**config.mk**
```make
export PLATFORM = sky130hd
export DESIGN_NAME = station_memory_read_handshake_top
export DESIGN_NICKNAME = d
export VERILOG_FILES = /design/src/hdl/smrh_pkg.sv /design/src/hdl/station_memory_read_handshake_top.sv /design/src/hdl/smrh_dp.sv /design/src/hdl/smrh_ctrl.sv
export VERILOG_INCLUDE_DIRS = /design/src /design/src/hdl
export SDC_FILE = /design/constraint.sdc
export NUM_CORES = 1
export LEC_CHECK = 0
export BUFFER_PORTS_ARGS = -buffer_cell sky130_fd_sc_hd__buf_4
export CAP_MARGIN = 0
export CELL_PAD_IN_SITES_DETAIL_PLACEMENT = 1
export CELL_PAD_IN_SITES_GLOBAL_PLACEMENT = 1
export CORE_ASPECT_RATIO = 1.1
export CORE_MARGIN = 2
export CORE_UTILIZATION = 49
export CTS_BUF_LIST = sky130_fd_sc_hd__clkbuf_8 sky130_fd_sc_hd__clkbuf_16
export DETAILED_ROUTE_END_ITERATION = 10
export PLACE_DENSITY = 0.84
export RECOVER_POWER = 50
export SLEW_MARGIN = 20
export SYNTH_ARGS = -nofsm -noshare
export SYNTH_HDL_FRONTEND = slang
export SYNTH_HIERARCHICAL = 1
export SYNTH_SLANG_ARGS = --single-unit
```
**constraint.sdc**
```tcl
create_clock -name aclk -period 5.35 [get_ports aclk]
set_input_delay 1.07 -clock aclk [delete_from_list [all_inputs] [get_ports aclk]]
set_output_delay 1.07 -clock aclk [all_outputs]
set_load 0.05 [all_outputs]
```
**src/hdl/assert_macros.svh**
```systemverilog
// Assertion macros for the file that checks its own logic.
`ifndef ASSERT_MACROS_SVH
`define ASSERT_MACROS_SVH

// Whenever the antecedent holds, the consequent must hold in the same cycle.
`define SMRH_ASSERT_IMP(name, clk, rstn, ante, cons) \
    name: assert property (@(posedge clk) disable iff (!(rstn)) (ante) |-> (cons)) \
        else $error("implication check failed");

// The expression must never be true outside reset.
`define SMRH_ASSERT_NEVER(name, clk, rstn, expr) \
    name: assert property (@(posedge clk) disable iff (!(rstn)) !(expr)) \
        else $error("forbidden condition seen");

`endif

```
**src/hdl/smrh_pkg.sv**
```systemverilog
// Shared widths, codes and control types of the station memory read handshake.
package smrh_pkg;

    localparam int MAX_READ_BYTES = 15;
    localparam int ADDR_NIBBLES   = 4;

    localparam int MODE_W    = 2;
    localparam int ADDR_W    = 16;
    localparam int CNT_W     = 4;
    localparam int BYTE_W    = 8;
    localparam int WAIT_W    = 5;
    localparam int KIND_W    = 2;
    localparam int STAT_W    = 3;
    localparam int CFG_IDX_W = 2;
    localparam int S_TDATA_W = 32;
    localparam int M_TDATA_W = 16;

    localparam logic [MODE_W-1:0] MODE_START = 2'd0;
    localparam logic [MODE_W-1:0] MODE_RX    = 2'd1;
    localparam logic [MODE_W-1:0] MODE_TICK  = 2'd2;

    localparam logic [KIND_W-1:0] KIND_TX     = 2'd0;
    localparam logic [KIND_W-1:0] KIND_DATA   = 2'd1;
    localparam logic [KIND_W-1:0] KIND_STATUS = 2'd2;

    localparam logic [STAT_W-1:0] STAT_OK        = 3'd0;
    localparam logic [STAT_W-1:0] STAT_SYNC_FAIL = 3'd1;
    localparam logic [STAT_W-1:0] STAT_ECHO_ERR  = 3'd2;
    localparam logic [STAT_W-1:0] STAT_COUNT_ERR = 3'd3;
    localparam logic [STAT_W-1:0] STAT_TIMEOUT   = 3'd4;
    localparam logic [STAT_W-1:0] STAT_CSUM_ERR  = 3'd5;

    localparam logic [CFG_IDX_W-1:0] CFG_SYNC_RETRY = 2'd0;
    localparam logic [CFG_IDX_W-1:0] CFG_TIMEOUT    = 2'd1;

    localparam logic [WAIT_W-1:0] RETRY_RESET   = 5'd20;
    localparam logic [WAIT_W-1:0] TIMEOUT_RESET = 5'd19;
    localparam logic [WAIT_W-1:0] WAIT_MAX      = 5'd31;

    localparam logic [BYTE_W-1:0] TX_SYNC       = 8'h06;
    localparam logic [BYTE_W-1:0] RX_SYNC_ACK   = 8'h02;
    localparam logic [BYTE_W-1:0] TX_ADDR_BASE  = 8'h82;
    localparam logic [BYTE_W-1:0] TX_COUNT_BASE = 8'hC2;

    typedef enum logic [2:0] {
        WAIT_KEEP, WAIT_CLEAR, WAIT_ONE, WAIT_INC, WAIT_INC_SAT
    } wait_op_t;

    typedef enum logic [1:0] {
        STEP_KEEP, STEP_CLEAR, STEP_INC
    } step_op_t;

    typedef enum logic [2:0] {
        OUT_SYNC, OUT_NIB_FIRST, OUT_NIB_NEXT, OUT_COUNT, OUT_STATUS, OUT_DATA
    } out_sel_t;

    typedef struct packed {
        logic              in_load;
        logic              start;
        wait_op_t          wait_op;
        step_op_t          step_op;
        logic              sum_clear;
        logic              data_write;
        logic              out_load;
        out_sel_t          out_sel;
        logic [STAT_W-1:0] out_status;
        logic              drain_start;
        logic              drain_adv;
    } dp_cmd_t;

    typedef struct packed {
        logic [MODE_W-1:0] mode;
        logic              rx_sync;
        logic              sync_spent;
        logic              tick_timeout;
        logic              addr_echo_ok;
        logic              addr_last;
        logic              count_echo_ok;
        logic              data_more;
        logic              sum_ok;
        logic              count_zero;
        logic              out_free;
        logic              drain_last;
    } dp_stat_t;

endpackage

```
**src/hdl/station_memory_read_handshake_top.sv**
```systemverilog
// Top level of the station memory read handshake: controller, datapath and checks.
// An accepted item is captured in the item register and then decided on, waiting for
// a free result register if the decision loads it; no new item is taken until it is done.
// A checksum match with a nonzero count sends its buffered bytes (at most 15), one per
// cycle while the result register is free, through the single registered read port.
// Reset is synchronous and active low; it returns to idle and resets the configuration.
`include "assert_macros.svh"

module station_memory_read_handshake_top import smrh_pkg::*; (
    input  logic                 aclk,
    input  logic                 aresetn,
    // Input items.
    input  logic                 s_tvalid,
    output logic                 s_tready,
    input  logic [S_TDATA_W-1:0] s_tdata,   // address[15:0], byte_count[19:16], rx_byte[27:20]
    input  logic [MODE_W-1:0]    s_tuser,   // mode[1:0]
    // Result items.
    output logic                 m_tvalid,
    input  logic                 m_tready,
    output logic [M_TDATA_W-1:0] m_tdata,   // byte_value[7:0], status[10:8]
    output logic [KIND_W-1:0]    m_tuser,   // kind[1:0]
    output logic                 m_tlast,
    // Configuration writes.
    input  logic                 cfg_valid,
    output logic                 cfg_ready,
    input  logic [CFG_IDX_W-1:0] cfg_index,
    input  logic [WAIT_W-1:0]    cfg_data
);

    dp_cmd_t  cmd;
    dp_stat_t stat;

    // Configuration writes always taken; user (not block) makes them occur only while idle.
    assign cfg_ready = 1'b1;

    // The controller tracks the protocol phase and tells the datapath what to do
    // with each item once it has been captured in the item register.
    smrh_ctrl u_ctrl (
        .aclk     (aclk),
        .aresetn  (aresetn),
        .s_tvalid (s_tvalid),
        .s_tready (s_tready),
        .stat     (stat),
        .cmd      (cmd)
    );

    // The datapath holds the address, count, checksum, timers, data buffer and the
    // result register that decouples the result side from the input side.
    smrh_dp u_dp (
        .aclk      (aclk),
        .aresetn   (aresetn),
        .s_tdata   (s_tdata),
        .s_tuser   (s_tuser),
        .cfg_valid (cfg_valid),
        .cfg_index (cfg_index),
        .cfg_data  (cfg_data),
        .cmd       (cmd),
        .stat      (stat),
        .m_tvalid  (m_tvalid),
        .m_tready  (m_tready),
        .m_tdata   (m_tdata),
        .m_tuser   (m_tuser),
        .m_tlast   (m_tlast)
    );

    // A status-only item always closes a transaction and carries no byte.
    `SMRH_ASSERT_IMP(a_status_item_last, aclk, aresetn, m_tvalid && m_tuser == KIND_STATUS, m_tlast && m_tdata[7:0] == 8'd0)
    // A transmit byte never ends a transaction and never reports an error.
    `SMRH_ASSERT_IMP(a_tx_item_open, aclk, aresetn, m_tvalid && m_tuser == KIND_TX, !m_tlast && m_tdata[10:8] == STAT_OK)
    // No new item is taken while buffered data is being sent out.
    `SMRH_ASSERT_IMP(a_drain_blocks_input, aclk, aresetn, cmd.drain_adv, !s_tready)
    // Capturing an item and loading a result never happen in the same cycle.
    `SMRH_ASSERT_NEVER(a_load_exclusive, aclk, aresetn, cmd.in_load && cmd.out_load)

endmodule

```
**src/hdl/smrh_dp.sv**
```systemverilog
// Datapath: item register, transaction counters, data buffer and result register.
module smrh_dp import smrh_pkg::*; (
    input  logic                 aclk,
    input  logic                 aresetn,
    input  logic [S_TDATA_W-1:0] s_tdata,
    input  logic [MODE_W-1:0]    s_tuser,
    input  logic                 cfg_valid,
    input  logic [CFG_IDX_W-1:0] cfg_index,
    input  logic [WAIT_W-1:0]    cfg_data,
    input  dp_cmd_t              cmd,
    output dp_stat_t             stat,
    output logic                 m_tvalid,
    input  logic                 m_tready,
    output logic [M_TDATA_W-1:0] m_tdata,
    output logic [KIND_W-1:0]    m_tuser,
    output logic                 m_tlast
);

    logic [MODE_W-1:0] in_mode_reg;
    logic [ADDR_W-1:0] in_addr_reg;
    logic [CNT_W-1:0]  in_count_reg;
    logic [BYTE_W-1:0] in_rx_reg;

    logic [ADDR_W-1:0] held_addr_reg;
    logic [CNT_W-1:0]  held_count_reg;
    logic [CNT_W-1:0]  step_reg;
    logic [BYTE_W-1:0] sum_reg;
    logic [WAIT_W-1:0] wait_reg;
    logic [WAIT_W-1:0] wait_next;
    logic [WAIT_W-1:0] wait_sat;
    logic [WAIT_W-1:0] retry_reg;
    logic [WAIT_W-1:0] timeout_reg;

    logic [BYTE_W-1:0] mem [MAX_READ_BYTES];
    logic [BYTE_W-1:0] rd_data_reg;
    logic [CNT_W-1:0]  rd_idx_reg;
    logic [CNT_W-1:0]  rd_plus;
    logic [CNT_W-1:0]  rd_addr;

    logic [CNT_W-1:0]  step_plus;
    logic [CNT_W-1:0]  latch_count;
    logic [3:0]        cur_nib;
    logic [3:0]        next_nib;

    logic              out_valid_reg;
    logic [KIND_W-1:0] out_kind_reg;
    logic [BYTE_W-1:0] out_byte_reg;
    logic [STAT_W-1:0] out_status_reg;
    logic              out_last_reg;

    function automatic logic [3:0] nib_sel(input logic [ADDR_W-1:0] a, input logic [1:0] i);
        logic [3:0] r;
        case (i)
            2'd0:    r = a[15:12];
            2'd1:    r = a[11:8];
            2'd2:    r = a[7:4];
            default: r = a[3:0];
        endcase
        return r;
    endfunction

    assign step_plus   = step_reg + 4'd1;
    assign rd_plus     = rd_idx_reg + 4'd1;
    assign cur_nib     = nib_sel(held_addr_reg, step_reg[1:0]);
    assign next_nib    = nib_sel(held_addr_reg, step_plus[1:0]);
    assign wait_sat    = (wait_reg < WAIT_MAX) ? wait_reg + 5'd1 : wait_reg;
    assign latch_count = (in_count_reg > CNT_W'(MAX_READ_BYTES)) ?
                         CNT_W'(MAX_READ_BYTES) : in_count_reg;

    always_comb begin
        case (cmd.wait_op)
            WAIT_CLEAR:   wait_next = '0;
            WAIT_ONE:     wait_next = 5'd1;
            WAIT_INC:     wait_next = wait_reg + 5'd1;
            WAIT_INC_SAT: wait_next = wait_sat;
            default:      wait_next = wait_reg;
        endcase
    end

    always_comb begin
        if (cmd.drain_start) begin
            rd_addr = '0;
        end else if (cmd.drain_adv) begin
            rd_addr = rd_plus;
        end else begin
            rd_addr = rd_idx_reg;
        end
    end

    always_comb begin
        stat.mode          = in_mode_reg;
        stat.rx_sync       = (in_rx_reg == RX_SYNC_ACK);
        stat.sync_spent    = (wait_reg >= retry_reg);
        stat.tick_timeout  = (wait_sat >= timeout_reg);
        stat.addr_echo_ok  = (in_rx_reg[7:4] == step_reg) && (in_rx_reg[3:0] == cur_nib);
        stat.addr_last     = (step_reg == CNT_W'(ADDR_NIBBLES - 1));
        stat.count_echo_ok = (in_rx_reg[3:0] == held_count_reg);
        stat.data_more     = (step_reg < held_count_reg);
        stat.sum_ok        = (in_rx_reg == sum_reg);
        stat.count_zero    = (held_count_reg == '0);
        stat.out_free      = !out_valid_reg || m_tready;
        stat.drain_last    = (rd_plus == held_count_reg);
    end

    // Item and transaction registers.
    always_ff @(posedge aclk) begin
        if (cmd.in_load) begin
            in_mode_reg  <= s_tuser;
            in_addr_reg  <= s_tdata[15:0];
            in_count_reg <= s_tdata[19:16];
            in_rx_reg    <= s_tdata[27:20];
        end
        if (!aresetn) begin
            held_addr_reg  <= '0;
            held_count_reg <= '0;
            step_reg       <= '0;
            sum_reg        <= '0;
            wait_reg       <= '0;
            rd_idx_reg     <= '0;
        end else begin
            if (cmd.start) begin
                held_addr_reg  <= in_addr_reg;
                held_count_reg <= latch_count;
            end
            case (cmd.step_op)
                STEP_CLEAR: step_reg <= '0;
                STEP_INC:   step_reg <= step_plus;
                default:    step_reg <= step_reg;
            endcase
            if (cmd.sum_clear) begin
                sum_reg <= '0;
            end else if (cmd.data_write) begin
                sum_reg <= sum_reg + in_rx_reg;
            end
            wait_reg   <= wait_next;
            rd_idx_reg <= rd_addr;
        end
    end

    // Configuration registers; the port never stalls.
    always_ff @(posedge aclk) begin
        if (!aresetn) begin
            retry_reg   <= RETRY_RESET;
            timeout_reg <= TIMEOUT_RESET;
        end else if (cfg_valid) begin
            if (cfg_index == CFG_SYNC_RETRY) begin
                retry_reg <= cfg_data;
            end
            if (cfg_index == CFG_TIMEOUT) begin
                timeout_reg <= cfg_data;
            end
        end
    end

    // Data buffer with one write and one registered read port.
    always_ff @(posedge aclk) begin
        if (cmd.data_write) begin
            mem[step_reg] <= in_rx_reg;
        end
        if (rd_addr < CNT_W'(MAX_READ_BYTES)) begin
            rd_data_reg <= mem[rd_addr];
        end
    end

    // Result register.
    always_ff @(posedge aclk) begin
        if (!aresetn) begin
            out_valid_reg <= 1'b0;
        end else if (cmd.out_load) begin
            out_valid_reg <= 1'b1;
        end else if (m_tready) begin
            out_valid_reg <= 1'b0;
        end
        if (cmd.out_load) begin
            case (cmd.out_sel)
                OUT_NIB_FIRST: begin
                    out_kind_reg   <= KIND_TX;
                    out_byte_reg   <= TX_ADDR_BASE + {2'b00, nib_sel(held_addr_reg, 2'd0), 2'b00};
                    out_status_reg <= STAT_OK;
                    out_last_reg   <= 1'b0;
                end
                OUT_NIB_NEXT: begin
                    out_kind_reg   <= KIND_TX;
                    out_byte_reg   <= TX_ADDR_BASE + {2'b00, next_nib, 2'b00};
                    out_status_reg <= STAT_OK;
                    out_last_reg   <= 1'b0;
                end
                OUT_COUNT: begin
                    out_kind_reg   <= KIND_TX;
                    out_byte_reg   <= TX_COUNT_BASE + {2'b00, held_count_reg, 2'b00};
                    out_status_reg <= STAT_OK;
                    out_last_reg   <= 1'b0;
                end
                OUT_STATUS: begin
                    out_kind_reg   <= KIND_STATUS;
                    out_byte_reg   <= '0;
                    out_status_reg <= cmd.out_status;
                    out_last_reg   <= 1'b1;
                end
                OUT_DATA: begin
                    out_kind_reg   <= KIND_DATA;
                    out_byte_reg   <= rd_data_reg;
                    out_status_reg <= STAT_OK;
                    out_last_reg   <= stat.drain_last;
                end
                default: begin
                    out_kind_reg   <= KIND_TX;
                    out_byte_reg   <= TX_SYNC;
                    out_status_reg <= STAT_OK;
                    out_last_reg   <= 1'b0;
                end
            endcase
        end
    end

    assign m_tvalid = out_valid_reg;
    assign m_tdata  = {5'd0, out_status_reg, out_byte_reg};
    assign m_tuser  = out_kind_reg;
    assign m_tlast  = out_last_reg;

endmodule

```
**src/hdl/smrh_ctrl.sv**
```systemverilog
// Controller: protocol phase and item sequencing for the read handshake.
module smrh_ctrl import smrh_pkg::*; (
    input  logic     aclk,
    input  logic     aresetn,
    input  logic     s_tvalid,
    output logic     s_tready,
    input  dp_stat_t stat,
    output dp_cmd_t  cmd
);

    typedef enum logic [2:0] {
        PH_IDLE, PH_SYNC, PH_FLUSH, PH_ADDR, PH_COUNT, PH_DATA
    } phase_t;

    typedef enum logic [1:0] {
        ENG_IDLE, ENG_EXEC, ENG_DRAIN
    } eng_t;

    phase_t  phase_reg, phase_next, phase_d;
    eng_t    eng_reg, eng_next, eng_d;
    dp_cmd_t act;
    logic    need_out;

    // Decision for the item held in the datapath.
    always_comb begin
        act      = '0;
        phase_d  = phase_reg;
        eng_d    = ENG_IDLE;
        need_out = 1'b0;
        if (stat.mode == MODE_START) begin
            act.start     = 1'b1;
            act.step_op   = STEP_CLEAR;
            act.sum_clear = 1'b1;
            act.wait_op   = WAIT_ONE;
            act.out_load  = 1'b1;
            act.out_sel   = OUT_SYNC;
            need_out      = 1'b1;
            phase_d       = PH_SYNC;
        end else if (stat.mode == MODE_TICK && phase_reg != PH_IDLE) begin
            case (phase_reg)
                PH_SYNC: begin
                    need_out     = 1'b1;
                    act.out_load = 1'b1;
                    if (stat.sync_spent) begin
                        act.out_sel    = OUT_STATUS;
                        act.out_status = STAT_SYNC_FAIL;
                        phase_d        = PH_IDLE;
                    end else begin
                        act.out_sel = OUT_SYNC;
                        act.wait_op = WAIT_INC;
                    end
                end
                PH_FLUSH: begin
                    act.step_op  = STEP_CLEAR;
                    act.wait_op  = WAIT_CLEAR;
                    act.out_load = 1'b1;
                    act.out_sel  = OUT_NIB_FIRST;
                    need_out     = 1'b1;
                    phase_d      = PH_ADDR;
                end
                default: begin
                    act.wait_op = WAIT_INC_SAT;
                    if (stat.tick_timeout) begin
                        act.out_load   = 1'b1;
                        act.out_sel    = OUT_STATUS;
                        act.out_status = STAT_TIMEOUT;
                        need_out       = 1'b1;
                        phase_d        = PH_IDLE;
                    end
                end
            endcase
        end else if (stat.mode == MODE_RX && phase_reg != PH_IDLE) begin
            case (phase_reg)
                PH_SYNC: begin
                    if (stat.rx_sync) begin
                        phase_d = PH_FLUSH;
                    end
                end
                PH_FLUSH: begin
                    phase_d = PH_FLUSH;
                end
                PH_ADDR: begin
                    need_out     = 1'b1;
                    act.out_load = 1'b1;
                    if (!stat.addr_echo_ok) begin
                        act.out_sel    = OUT_STATUS;
                        act.out_status = STAT_ECHO_ERR;
                        phase_d        = PH_IDLE;
                    end else begin
                        act.step_op = STEP_INC;
                        act.wait_op = WAIT_CLEAR;
                        if (stat.addr_last) begin
                            act.out_sel = OUT_COUNT;
                            phase_d     = PH_COUNT;
                        end else begin
                            act.out_sel = OUT_NIB_NEXT;
                        end
                    end
                end
                PH_COUNT: begin
                    if (!stat.count_echo_ok) begin
                        act.out_load   = 1'b1;
                        act.out_sel    = OUT_STATUS;
                        act.out_status = STAT_COUNT_ERR;
                        need_out       = 1'b1;
                        phase_d        = PH_IDLE;
                    end else begin
                        act.step_op   = STEP_CLEAR;
                        act.sum_clear = 1'b1;
                        act.wait_op   = WAIT_CLEAR;
                        phase_d       = PH_DATA;
                    end
                end
                PH_DATA: begin
                    act.wait_op = WAIT_CLEAR;
                    if (stat.data_more) begin
                        act.data_write = 1'b1;
                        act.step_op    = STEP_INC;
                    end else if (!stat.sum_ok) begin
                        act.out_load   = 1'b1;
                        act.out_sel    = OUT_STATUS;
                        act.out_status = STAT_CSUM_ERR;
                        need_out       = 1'b1;
                        phase_d        = PH_IDLE;
                    end else if (stat.count_zero) begin
                        act.out_load   = 1'b1;
                        act.out_sel    = OUT_STATUS;
                        act.out_status = STAT_OK;
                        need_out       = 1'b1;
                        phase_d        = PH_IDLE;
                    end else begin
                        act.drain_start = 1'b1;
                        eng_d           = ENG_DRAIN;
                        phase_d         = PH_IDLE;
                    end
                end
                default: begin
                    phase_d = PH_IDLE;
                end
            endcase
        end
    end

    // Engine sequencing; a decision that needs the result register waits for it.
    always_comb begin
        cmd        = '0;
        phase_next = phase_reg;
        eng_next   = eng_reg;
        s_tready   = 1'b0;
        case (eng_reg)
            ENG_IDLE: begin
                s_tready = 1'b1;
                if (s_tvalid) begin
                    cmd.in_load = 1'b1;
                    eng_next    = ENG_EXEC;
                end
            end
            ENG_EXEC: begin
                if (!need_out || stat.out_free) begin
                    cmd        = act;
                    phase_next = phase_d;
                    eng_next   = eng_d;
                end
            end
            ENG_DRAIN: begin
                if (stat.out_free) begin
                    cmd.out_load  = 1'b1;
                    cmd.out_sel   = OUT_DATA;
                    cmd.drain_adv = 1'b1;
                    if (stat.drain_last) begin
                        eng_next = ENG_IDLE;
                    end
                end
            end
            default: begin
                eng_next = ENG_IDLE;
            end
        endcase
    end

    always_ff @(posedge aclk) begin
        if (!aresetn) begin
            phase_reg <= PH_IDLE;
            eng_reg   <= ENG_IDLE;
        end else begin
            phase_reg <= phase_next;
            eng_reg   <= eng_next;
        end
    end

endmodule
```
==> impl_metrics.json, run 1 <==
{
  "r2r_slack_ps": 530,
  "synth-main-ff-cell": "edfxtp_1",
  "io_buffers": 57,
  "crit_start": "u_dp/in_rx_reg[7]",
  "fin_area_sq_mm": 0.0135,
  "final.min_clock_period_ps": 4820,
  "slowest_delay_ps": 870,
  "final_common_cell": "edfxtp_1",
  "wirelength_microns": 34000,
  "first_iter_violations": 722,
  "fin_nets": 1256,
  "fin_skew_ps": 11.3,
  "path_common_cell": "buf_4",
  "vias": 9420,
  "wl_met2_microns": 17300,
  "place_congestion": 0.881,
  "synthArstFlopShare_pct": 0,
  "yosysTopAreaCell": "edfxtp_1",
  "multi_input_area_sq_mm": 0.00531,
  "maxSlewViolCount": 31,
  "cp_max_fo": 19,
  "drive_above_1_share_pct": 13.1,
  "clock-sinks": 229,
  "finalSetupViolCount": 0,
  "fin_crit_sh_pct": 90.0,
  "areaGrowthSynthToFinish_pct": 11.9,
  "critPathKind": "reg2reg",
  "drc": 0,
  "status": "finished, violations left",
  "cp.depth": 14,
  "wirelength_met1_microns": 13800,
  "grt_pass1_vias": 9970,
  "dp_hpwl_microns": 22300,
  "violations": "capacitance limit, slew limit",
  "wl_met3_microns": 1890,
  "grt_max_degree": 69,
  "track_usage_pct": 26.1,
  "postCtsSetupRepairBufs": 0,
  "synth.top_cell.area_share_pct": 42.7,
  "slew_headroom_pct": -9.97,
  "wl_per_cell_microns": 22.6,
  "arrival_ps": 4980,
  "num_rows": 60,
  "drtPass1Iterations": 7,
  "clock_latency_ps": 530,
  "worst_slew_pin_slew_ps": 1650,
  "cp_slowest_cell": "clkbuf_1",
  "ys_seq_area_share_pct": 52.1,
  "setup_slack_ps": 533,
  "fmax_mhz": 208,
  "fp.dieH_microns": 169,
  "max-cap-violations": 1,
  "crit_chain": "clkbuf_1 > xnor2_1 > nand2_1 > nor4_1 > buf_4 > nor2b_1 > o211ai_1 > a22oi_1 > o21ai_2 > nor4_2 > buf_4 > inv_1 > nor3_1 > and2_1",
  "dieArea_sq_mm": 0.0260,
  "crit_end": "u_dp/mem[0][2]",
  "core_area_sq_mm": 0.0244,
  "startpoint_type": "flop",
  "tritoncts": "built",
  "end_kind": "flop",
  "seq_area_sq_mm": 0.00631,
  "holdBufCountCts": 0,
  "grt_pass1_wl_microns": 53900,
  "crit_required_ps": 5520,
  "cp.buffers_inverters": 4,
  "cts_resized": 0,
  "cts_inserted_buffers": 25,
  "synthTopCellsByArea": "edfxtp_1, dfxtp_1, nor2_1",
  "viasPerCell": 6.26,
  "crit_family": "simple AND/OR/NAND/NOR gates",
  "dr.max_layer_used": "met4",
  "powerDensity_mw_per_mm2": 291,
  "initial_utilization_pct": 49.6,
  "antenna_left": 0,
  "total_leakage_power_nw": 4.68,
  "finalHoldViolations": 0,
  "synth-edff-count": 172,
  "final_cell_mix": "edfxtp_1, nor2_1, dfxtp_1, nand2_1, a21oi_1",
  "r2r-end": "u_dp/mem[0][2]",
  "cts_root_buffer": "clkbuf_16",
  "antenna_cells": 0,
  "rsz0062_at_grt": "no",
  "cts.clk_slew.worst_paths_ps": 60,
  "synthDistinctLibCells": 74,
  "largest_register_ffs": 120,
  "cts.htree.levels": 1,
  "r2r_start": "u_dp/in_rx_reg[7]",
  "pre_cts_slack_ps": 768,
  "overflow": 0,
  "max-vdd-ir-drop_v": 0.000252,
  "antenna_found_initial": 0,
  "die_w_microns": 154,
  "reg2reg_depth": 14,
  "fillCellCount": 2552,
  "tns_ps": 0,
  "placed_cell_area_sq_mm": 0.0128,
  "cts_max_path_buffers": 3,
  "netlist_area_sq_mm": 0.0121,
  "postSynthCellCount": 1131,
  "io_pins": 68,
  "synth-seq-cells": 229,
  "yosysWarningCount": 6,
  "avgSynthCellArea_sq_um": 10.7,
  "min_path_type": "reg2reg"
}
## worst register-to-register path, delay by kind of cell, from the launching register on
| kind | cells | cell delay [ps] |
|---|---|---|
| buf+inv | 4 | 1540 |
| flops | 1 | 320 |
| compound gates | 3 | 680 |
| xor+xnor | 1 | 230 |
| simple gates | 6 | 1670 |
## Yosys cell counts, types with 18 or more instances
master,number
and2_1,18
nor3_1,20
a211oi_1,28
o211ai_1,20
o21ai_0,46
inv_1,43
buf_4,18
clkbuf_1,37
o22ai_1,31
mux2i_1,50
dfxtp_1,57
a21oi_1,53
edfxtp_1,172
nand2_1,55
nor2_1,148
ha_1,34
nor2b_1,52
nand3_1,28
## power by group
part,internal (W),total [W],leakage [nW],switching [W]
sequential,0.00195,0.00198,2.02,0.0000310
combinational,0.0000710,0.000217,2.25,0.000146
clock,0.00102,0.00174,0.416,0.000720
total,0.00304,0.00394,4.68,0.000897
## routing by layer
layer / up-vias / global-route usage, %
li1: 4280 / -
met1: 4728 / 32.8
met2: 331 / 46.1
met3: 81 / 3.23
met4: 0 / 10.2
met5: - / 0
## metrics by stage
stage	util [%]	hold slack, ps	total power (W)	instances
detailed placement	52.5	479	0.00224	1458
finish	55.5	499	0.00394	1504
floorplan	-	450	0.00215	1135
CTS	55.9	498	0.00397	1504
global route	55.5	526	0.00405	1504
global placement	52.5	463	0.00223	1458
## cell type report
| cell class | instances | area share (%) |
|---|---|---|
| flip-flops and latches | 229 | 46.6 |
| multi-input cells | 790 | 39.2 |
| clock inverters | 19 | 1.26 |
| clock buffers | 27 | 4.82 |
| inverters | 46 | 1.28 |
| repair buffers | 83 | 3.96 |
| well taps | 310 | 2.87 |
## cell families after synthesis
| group | after synthesis | synth area share, % |
|---|---|---|
| AO/OA/AOI/OAI | 255 | 14.2 |
| XOR/XNOR | 27 | 1.95 |
| multiplexers | 50 | 4.14 |
| AND/OR/NAND/NOR | 417 | 19.5 |
| other | 2 | 0.0621 |
| flip-flops | 229 | 52.1 |
| buffers and inverters | 116 | 4.39 |
| adder cells (fa/ha/maj) | 35 | 3.68 |
## how the worst min path moves through the flow
| stage | from | endpoint | slack (ps) | depth (start not counted) |
|---|---|---|---|---|
| 6_report | u_dp/sum_reg[3] | u_dp/sum_reg[3] | 500 | 2 |
| 3_5_place_dp | u_dp/timeout_reg[0] | u_dp/timeout_reg[0] | 480 | 2 |
| 4_1_cts | u_dp/timeout_reg[0] | u_dp/timeout_reg[0] | 500 | 2 |
| 3_3_place_gp | u_dp/in_addr_reg[11] | u_dp/held_addr_reg[11] | 460 | 2 |
| 5_1_grt | u_dp/sum_reg[4] | u_dp/sum_reg[4] | 530 | 2 |
| 2_1_floorplan | u_dp/timeout_reg[0] | u_dp/timeout_reg[0] | 450 | 2 |
No activity file was read; power rests on OpenSTA's default activity.
==> run 2: changes to the inputs <==
--- a/config.mk
+++ b/config.mk
@@ -12,10 +12,10 @@
 export CELL_PAD_IN_SITES_GLOBAL_PLACEMENT = 1
 export CORE_ASPECT_RATIO = 1.1
 export CORE_MARGIN = 2
-export CORE_UTILIZATION = 49
+export CORE_UTILIZATION = 43
 export CTS_BUF_LIST = sky130_fd_sc_hd__clkbuf_8 sky130_fd_sc_hd__clkbuf_16
 export DETAILED_ROUTE_END_ITERATION = 10
-export PLACE_DENSITY = 0.84
+export PLACE_DENSITY = 0.78
 export RECOVER_POWER = 50
 export SLEW_MARGIN = 20
 export SYNTH_ARGS = -nofsm -noshare
==> constraint.sdc (replaced) <==
create_clock -name aclk -period 4.4 [get_ports aclk]
set_input_delay 0.88 -clock aclk [delete_from_list [all_inputs] [get_ports aclk]]
set_output_delay 0.88 -clock aclk [all_outputs]
set_load 0.05 [all_outputs]
==> run 2 against run 1 <==
The run still ends with capacitance limit, slew limit left. Maximum frequency is 15% higher. Global-route usage is 3.4 points lower. Hold slack worse by 15 ps. Clock-buffer cell count stayed put. Power is 30% higher. Die area is 14% higher.
==> impl_metrics.json, run 2 (synthesized netlist as in run 1, its figures left out) <==
{
  "cts_max_path_buffers": 3,
  "fin_skew_ps": 18.1,
  "areaGrowthSynthToFinish_pct": 15.7,
  "fmax_mhz": 239,
  "place_congestion": 0.912,
  "core_area_sq_mm": 0.0278,
  "startpoint_type": "flop",
  "pre_cts_slack_ps": 149,
  "cts.htree.levels": 1,
  "setup_slack_ps": 218,
  "cts_root_buffer": "clkbuf_16",
  "arrival_ps": 4430,
  "drtPass1Iterations": 6,
  "antenna_cells": 0,
  "antenna_left": 0,
  "viasPerCell": 5.84,
  "worst_slew_pin_slew_ps": 1620,
  "maxSlewViolCount": 31,
  "clock_latency_ps": 550,
  "vias": 9237,
  "postCtsSetupRepairBufs": 0,
  "finalHoldViolations": 0,
  "die_w_microns": 164,
  "fp.dieH_microns": 180,
  "r2r_start": "u_dp/held_count_reg[1]",
  "drc": 0,
  "crit_start": "u_dp/held_count_reg[1]",
  "initial_utilization_pct": 43.5,
  "end_kind": "flop",
  "antenna_found_initial": 0,
  "grt_pass1_wl_microns": 53000,
  "final.min_clock_period_ps": 4180,
  "tritoncts": "built",
  "fin_crit_sh_pct": 95.0,
  "multi_input_area_sq_mm": 0.00536,
  "violations": "capacitance limit, slew limit",
  "holdBufCountCts": 0,
  "finalSetupViolCount": 0,
  "max-vdd-ir-drop_v": 0.000289,
  "cp_max_fo": 18,
  "cts_inserted_buffers": 26,
  "fin_nets": 1280,
  "cts_resized": 0,
  "dp_hpwl_microns": 22500,
  "dieArea_sq_mm": 0.0295,
  "min_path_type": "reg2reg",
  "final_common_cell": "edfxtp_1",
  "rsz0062_at_grt": "no",
  "drive_above_1_share_pct": 16.3,
  "wl_per_cell_microns": 21.1,
  "max-cap-violations": 1,
  "grt_pass1_vias": 9800,
  "critPathKind": "reg2reg",
  "fillCellCount": 2956,
  "total_leakage_power_nw": 4.88,
  "io_buffers": 57,
  "slew_headroom_pct": -7.81,
  "dp.cells": 1534,
  "io_pins": 68,
  "tns_ps": 0,
  "first_iter_violations": 530,
  "final_cell_mix": "edfxtp_1, nor2_1, dfxtp_1, nand2_1, a21oi_1",
  "worstHoldStart": "u_dp/timeout_reg[0]",
  "clock-sinks": 229,
  "grt_max_degree": 63,
  "wirelength_microns": 33300,
  "num_rows": 64,
  "crit_required_ps": 4650,
  "status": "finished, violations left",
  "powerDensity_mw_per_mm2": 365,
  "track_usage_pct": 22.7,
  "cts.clk_slew.worst_paths_ps": 60,
  "largest_register_ffs": 120,
  "layoutNonFillerInstCount": 1582,
  "seq_area_sq_mm": 0.00631,
  "overflow": 0
}
==> run 2: changes by cell type in the layout (fill, tap and decap cells not counted), sizes merged <==
cell | previous run | this run
bufinv | 3 | 7
clkinvlp | 1 | 2
inv | 47 | 48
buf | 29 | 52
clkinv | 14 | 10
==> run 2: path summary, 6_finish.rpt <==
| kind | slack, ps | end | depth (start not counted) |
|---|---|---|---|
| max | 220 | u_dp/rd_data_reg[0] | 16 |
| min | 480 | u_dp/timeout_reg[0] | 2 |
| max reg2reg | 220 | u_dp/rd_data_reg[0] | 16 |
| min reg2reg | 480 | u_dp/timeout_reg[0] | 2 |
==> run 2: where the power goes <==
part	total [W]	internal, W	switching [W]
registers	0.00240	0.00237	0.0000328
clock network	0.00243	0.00153	0.000903
logic	0.000279	0.0000924	0.000186
==> run 2: worst max-delay path, stage by stage, from the launching register on <==
cell,delay (ps)
dfxtp_1,350
inv_1,50
ha_1,270
a21boi_0,120
o21ai_0,150
nand2b_1,70
a21oi_1,270
nand4bb_1,290
nor3_2,100
buf_12,180
nor2b_2,810
buf_4,300
nor4_2,70
a211oi_1,220
o211ai_1,170
o22ai_1,360
a221oi_2,90
==> run 2: layout make-up <==
| type | instances | share of cell area [%] |
|---|---|---|
| flip-flops and latches | 229 | 45.0 |
| well taps | 363 | 3.24 |
| inverters | 46 | 1.23 |
| multi-input cells | 790 | 38.3 |
| repair buffers | 106 | 5.25 |
| clock inverters | 21 | 2.10 |
| clock buffers | 27 | 4.83 |
==> run 2: through the flow <==
| step | util [%] | area [sq um] | hold slack, ps | power (W) |
|---|---|---|---|---|
| 2_1_floorplan | - | 12100 | 450 | 0.00261 |
| 3_3_place_gp | 47.0 | 13100 | 462 | 0.00272 |
| 3_5_place_dp | 47.0 | 13100 | 472 | 0.00273 |
| 4_1_cts | 50.5 | 14000 | 487 | 0.00516 |
| 5_1_grt | 50.4 | 14000 | 509 | 0.00526 |
| 6_report | 50.4 | 14000 | 485 | 0.00511 |
==> run 2: per-layer routing <==
| layer | vias to the layer above | wire length, microns | track usage (%) |
|---|---|---|---|
| li1 | 4339 | - | - |
| met1 | 4599 | 14100 | 28.5 |
| met2 | 239 | 16600 | 39.4 |
| met3 | 60 | 1540 | 3.16 |
| met4 | 0 | 1070 | 8.53 |
| met5 | - | 0 | 0 |
